==> src/mba_pkg.sv <==
// Shared types, widths and codes for the mosaic block averaging block.
package mba_pkg;

  // Field and register widths.
  localparam int CHAN_W    = 8;
  localparam int NUM_CHAN  = 3;
  localparam int SUM_W     = 20;
  localparam int CNT_W     = 13;
  localparam int OUT_POS_W = 10;
  localparam int BS_REG_W  = 7;
  localparam int DIM_REG_W = 11;
  localparam int ITER_W    = $clog2(SUM_W + 1);

  // Saturation limit of an average.
  localparam logic [CHAN_W-1:0] AVG_MAX = 8'd255;

  // Configuration register indexes (byte address divided by four).
  localparam int REG_IDX_W = 2;
  localparam logic [REG_IDX_W-1:0] REG_BLOCK_SIZE   = 2'd0;
  localparam logic [REG_IDX_W-1:0] REG_IMAGE_WIDTH  = 2'd1;
  localparam logic [REG_IDX_W-1:0] REG_IMAGE_HEIGHT = 2'd2;

  // One accumulator entry, one per block column.
  typedef struct packed {
    logic [CNT_W-1:0] cnt;
    logic [SUM_W-1:0] sum2;
    logic [SUM_W-1:0] sum1;
    logic [SUM_W-1:0] sum0;
  } mba_acc_t;

  // Commands from the controller to the datapath.
  typedef struct packed {
    logic accept;
    logic rd;
    logic upd;
    logic div_avg;
    logic div_sync;
    logic load_sync;
    logic load_out;
  } mba_cmd_t;

  // Status from the datapath to the controller.
  typedef struct packed {
    logic finish;
    logic div_busy;
    logic out_free;
  } mba_status_t;

  // Saturate a quotient to one colour byte.
  function automatic logic [CHAN_W-1:0] sat_avg(input logic [SUM_W-1:0] q);
    logic [CHAN_W-1:0] r;
    if (q > SUM_W'(AVG_MAX)) r = AVG_MAX;
    else r = q[CHAN_W-1:0];
    return r;
  endfunction

endpackage

==> src/mba_ctrl.sv <==
// Controller: sequences each pixel word through read, update and, where it closes a block, division.
module mba_ctrl (
  input  logic                 clk,
  input  logic                 rst,
  input  logic                 pix_valid,
  output logic                 pix_ready,
  input  logic                 cfg_write,
  input  mba_pkg::mba_status_t status,
  output mba_pkg::mba_cmd_t    cmd
);
  import mba_pkg::*;

  localparam logic [2:0] S_IDLE   = 3'd0;
  localparam logic [2:0] S_SYNC   = 3'd1;
  localparam logic [2:0] S_READ   = 3'd2;
  localparam logic [2:0] S_UPDATE = 3'd3;
  localparam logic [2:0] S_AVG    = 3'd4;

  logic [2:0] state, state_next;
  logic       sync_pending;

  assign pix_ready = (state == S_IDLE) && !sync_pending;

  // Next state and commands.
  always_comb begin
    state_next = state;
    cmd        = '0;
    case (state)
      S_IDLE: begin
        if (sync_pending) begin
          cmd.div_sync = 1'b1;
          state_next   = S_SYNC;
        end else if (pix_valid) begin
          cmd.accept = 1'b1;
          state_next = S_READ;
        end
      end
      S_SYNC: begin
        if (!status.div_busy) begin
          cmd.load_sync = 1'b1;
          state_next    = S_IDLE;
        end
      end
      S_READ: begin
        cmd.rd     = 1'b1;
        state_next = S_UPDATE;
      end
      S_UPDATE: begin
        cmd.upd = 1'b1;
        if (status.finish) begin
          cmd.div_avg = 1'b1;
          state_next  = S_AVG;
        end else begin
          state_next = S_IDLE;
        end
      end
      S_AVG: begin
        if (!status.div_busy && status.out_free) begin
          cmd.load_out = 1'b1;
          state_next   = S_IDLE;
        end
      end
      default: state_next = S_IDLE;
    endcase
  end

  always_ff @(posedge clk) begin
    if (rst) state <= S_IDLE;
    else state <= state_next;
  end

  // A register write calls for the block position to be worked out again.
  always_ff @(posedge clk) begin
    if (rst) sync_pending <= 1'b0;
    else if (cfg_write) sync_pending <= 1'b1;
    else if (cmd.div_sync) sync_pending <= 1'b0;
  end

`ifndef NO_ASSERTIONS
  a_accept_only_idle: assert property (@(posedge clk) disable iff (rst)
    (pix_valid && pix_ready) |-> (state == S_IDLE && !sync_pending))
    else $error("pixel word taken outside idle");

  a_load_after_div: assert property (@(posedge clk) disable iff (rst)
    cmd.load_out |-> (!status.div_busy && status.out_free))
    else $error("result loaded while divider busy or output full");

  a_div_start_free: assert property (@(posedge clk) disable iff (rst)
    (cmd.div_avg || cmd.div_sync) |-> !status.div_busy)
    else $error("divider started while busy");

  a_read_then_update: assert property (@(posedge clk) disable iff (rst)
    (state == S_READ) |=> (state == S_UPDATE && cmd.upd))
    else $error("memory read not followed by update");
`endif

endmodule

==> config.mk <==
export PLATFORM = sky130hd
export DESIGN_NAME = mba_ctrl
export DESIGN_NICKNAME = d
export VERILOG_FILES = /design/src/mba_pkg.sv /design/src/mba_ctrl.sv
export SDC_FILE = /design/constraint.sdc
export NUM_CORES = 1
export LEC_CHECK = 0
export BUFFER_PORTS_ARGS = -buffer_cell sky130_fd_sc_hd__buf_4
export CORE_AREA = 3 3 40 42
export CTS_CLUSTER_DIAMETER = 150
export DETAILED_ROUTE_END_ITERATION = 8
export DIE_AREA = 0 0 43 45
export HOLD_SLACK_MARGIN = 0.03
export PLACE_DENSITY = 0.41
export SYNTH_ARGS = -nofsm -noshare
export SYNTH_HDL_FRONTEND = slang
export SYNTH_SLANG_ARGS = --single-unit
export TNS_END_PERCENT = 100
==> constraint.sdc <==
create_clock -name clk -period 1 [get_ports clk]
set_input_delay 0 -clock clk [delete_from_list [all_inputs] [get_ports clk]]
set_output_delay 0 -clock clk [all_outputs]
set_load 0.02 [all_outputs]
==> results.env <==
RUN_STATUS='complete, but fails checks'
FAILED_CHECKS='setup timing'
TIMING.CRITICAL_PATH.TO='cmd[6]'
M1_WIRE_LENGTH_UM=285
GRT_PASS1_VIAS=330
WL_MET2_UM=411
YS_FF_LATCH=4
VIAS=303
CTS_ROOT_BUFFER='clkbuf_4'
ANTENNA_FOUND_INITIAL=0
DP.FINAL_HPWL_UM=579
DPL_WORST_SLACK_PS=-60.2
GRT_OVERFLOW_TOTAL=0
YOSYSSEQAREASHARE_PCT=35.2
DIE-WIDTH_UM=43
GRT_START_MAX_NET_PINS=7
CRIT_FAMILY='simple AND/OR/NAND/NOR gates'
TIMING.CLOCK.SKEW_PS=6.21
SETUP_WS_PS=-280
PLACEMENT_ROWS=13
CRITICAL_PATH.N_BUFFERS_INVERTERS=1
SYNTH.YOSYS.WARNINGS=0
SHARE_OF_POST_ROUTE_CELLS_WITH_DRIVE_STRENGTH_ABOVE_1_PCT=70.9
CELL_COUNT_AFTER_SYNTHESIS=28
SYNTH_CELL_TYPES=17
MET3WIRELENGTH_UM=47
CRIT_REQUIRED_PS=1000
FINAL_NETS=64
NETLIST_AREA_UM2=228
RSZ_0062_RAISED_AFTER_GLOBAL_ROUTING='yes'
SETUP_VIOL=10
TIMING.HOLD.WS_PS=90.8
CLKSINKCOUNT=4
FIN_CRIT_SH_PCT=128
POST_DP_CELL_AREA_UM2=404
CRIT-REG2REG-LAUNCH='state[1]$_SDFFE_PP0P_'
FLOORPLAN.CORE_AREA_MM2=0.00128
TOP_SIGNAL_LAYER_USED='met3'
WORST_SETUP_PATH_END_KIND='output pin'
DRT-VIAS-PER-INSTANCE=4.33
PIN_COUNT=15
WORST_SKEW_PAIR.LATE_LATENCY_PS=230
HOLD_PATH_CLASS='primary input to flop'
WORST-R2R-CELL-COUNT=4
WORST-R2R-SETUP-SLACK_PS=-130
DRT_DRC_VIOLATIONS_LEFT=0
FINAL_HOLD_VIOL_COUNT=0
H-TREE-DEPTH=1
GRT_USAGE_PCT=9.48
DRV.MAX_CAP_VIOLATION_COUNT=0
CRITICAL_PATH_MAX_STAGE_DELAY_PS=400
P_LEAK_nW=0.238
POST-ROUTE-MIN-PERIOD_PS=1280
CRIT_ARRIVAL_PS=1280
PLACEMENT.IO_BUFFERS=14
FIRST_ITER_VIOLATIONS=0
WORST_PATH_MAX_DELAY_CELL='or3_4'
REG2REG_TO='sync_pending$_SDFFE_PP0P_'
TRITONCTS='yes'
CRIT_PATH_MAX_FANOUT=5
CRIT_PATH_CELL_TRACE='or3_4 > nor3b_4 > buf_6'
AREA.GROWTH.SYNTH_TO_FINAL_PCT=131
WORST_PIN_SLEW_PS=270
PATH_DEPTH=3
CRIT_PATH_START_KIND='flop'
PLACE_INST=62
WL_PER_INSTANCE_UM=10.6
INSERTEDDIODECOUNT=0
ROUTED_WIRELENGTH_UM=744
DRT_PRE_ANTENNA_ITERS=1
PWR_DENSITY_CELL_mW_PER_MM2=1260
CRITICAL_PATH.STARTPOINT='state[1]$_SDFFE_PP0P_'
PATH_CLASS='flop to output pin'
SYNTH_NET_COUNT=35
SYN_AREA_PER_CELL_UM2=8.13
GP_CONGESTION=0.670
CLOCK_TRANSITION_AT_THE_REGISTER_CLOCK_PINS_ON_THE_WORST_SETUP_AND_HOLD_PATHS_AFTER_CTS_PS=40
FINAL_AREA_UM2=527
START_UTIL_PCT=17.7
FP.DIEH_UM=45
POST_LAYOUT_NONFILLER_INSTANCES=70
MAX_FREQ_MHz=781
TIMING.SLEW.HEADROOM_PCT=81.9
DETAIL-ROUTE-ANTENNA-NETS=0
CTS_BUFFERS=3
FP.DIEAREA_MM2=0.00194
POWER.IR.VDD_WORST_V=0.000500
FILL_CELLS=136
CLK_PATH_BUF_DEPTH=2
MAXSLEWVIOLCOUNT=0
GLOBAL_ROUTE_WIRE_LENGTH_BEFORE_REPAIR_UM=1350
registers in the layout (all words and copies together), names as in the netlist:
register,flops
state,3
sync_pending,1
where the power goes:
part	internal (mW)	total [mW]	switching, mW
Combinational	0.154	0.279	0.125
Sequential	0.176	0.188	0.0119
Clock	0.134	0.195	0.0608
kinds of logic (layout without fill, tap and decap cells):
group / Yosys count / count (layout) / synth area share (%)
DFF: 4 / 4 / 35.2
buffers and inverters: 2 / 29 / 3.30
AOI/OAI and AO/OA: 4 / 4 / 12.6
and+or+nand+nor: 18 / 18 / 48.9
worst min path at each step:
| stage | depth (start not counted) | startpoint | endpoint |
|---|---|---|---|
| 2_1_floorplan | 1 | status[1] | cmd[1] |
| 3_3_place_gp | 2 | rst | state[1]$_SDFFE_PP0P_ |
| 3_5_place_dp | 2 | rst | state[2]$_SDFFE_PP0P_ |
| 4_1_cts | 3 | status[1] | state[0]$_SDFFE_PP0P_ |
| 5_1_grt | 3 | status[1] | state[0]$_SDFFE_PP0P_ |
| 6_report | 3 | status[1] | state[0]$_SDFFE_PP0P_ |
timing repair:
item / CTS / global route
pin swaps: 3 / 0
setup buffers: 3 / 0
endpoints found under the setup margin: 10 / 11
gates resized for setup: 14 / 1
hold buffers: 2 / 0
hold endpoints to repair: 4 / 0
gates cloned: 0 / 0
cell type report:
class	instances	area (um^2)	area share [%]
clock buffers	3	22.5	4.28
multi-input cells	22	186	35.4
repair buffers	24	208	39.4
well taps	15	18.8	3.56
inverters	2	7.51	1.43
flip-flops and latches	4	83.8	15.9
routing by layer:
metal / up-vias / global-route usage (%)
met5: - / 0
met4: 0 / 3.61
met3: 0 / 3.98
met2: 7 / 17.1
met1: 143 / 9.86
li1: 153 / -
metrics by stage:
stage / power (mW) / utilization [%] / setup TNS (ps)
floorplan: 0.308 / - / -120
global placement: 0.406 / 31.5 / -78.9
global route: 0.715 / 41.0 / -2160
detailed placement: 0.409 / 31.5 / -95.8
CTS: 0.675 / 40.7 / -1650
finish: 0.662 / 41.0 / -1510
cells in the final DEF, fill, tap and decap left out, types with 2 or more instances in the layout:
cell            n
buf_4          16
nand2b_1        2
dlygate4sd3_1   2
buf_6           6
a21oi_1         2
clkbuf_4        3
dfxtp_2         3
nor2_1          4
worst reg2reg max path, stage by stage (launching register included):
cell	delay, ps
dfxtp_2	330
or3_4	400
buf_4	150
a21oi_2	110
nor2_1	40
cell usage after synthesis, drive strengths merged:
| master | instances | area share (%) |
|---|---|---|
| nor3b | 1 | 5.5 |
| a2111oi | 1 | 4.4 |
| nor4b | 1 | 3.8 |
| or3 | 1 | 4.9 |
| nand3 | 2 | 4.4 |
| and2 | 1 | 3.3 |
| nor3 | 1 | 2.2 |
| dfxtp | 4 | 35 |
| nor2 | 5 | 8.2 |
| inv | 2 | 3.3 |
| and2b | 1 | 3.8 |
| a21oi | 3 | 8.2 |
| nand2b | 2 | 5.5 |
| nand2 | 1 | 1.6 |
| nor2b | 1 | 2.7 |
| nor4 | 1 | 2.7 |
(Power assumes the default switching activity.)
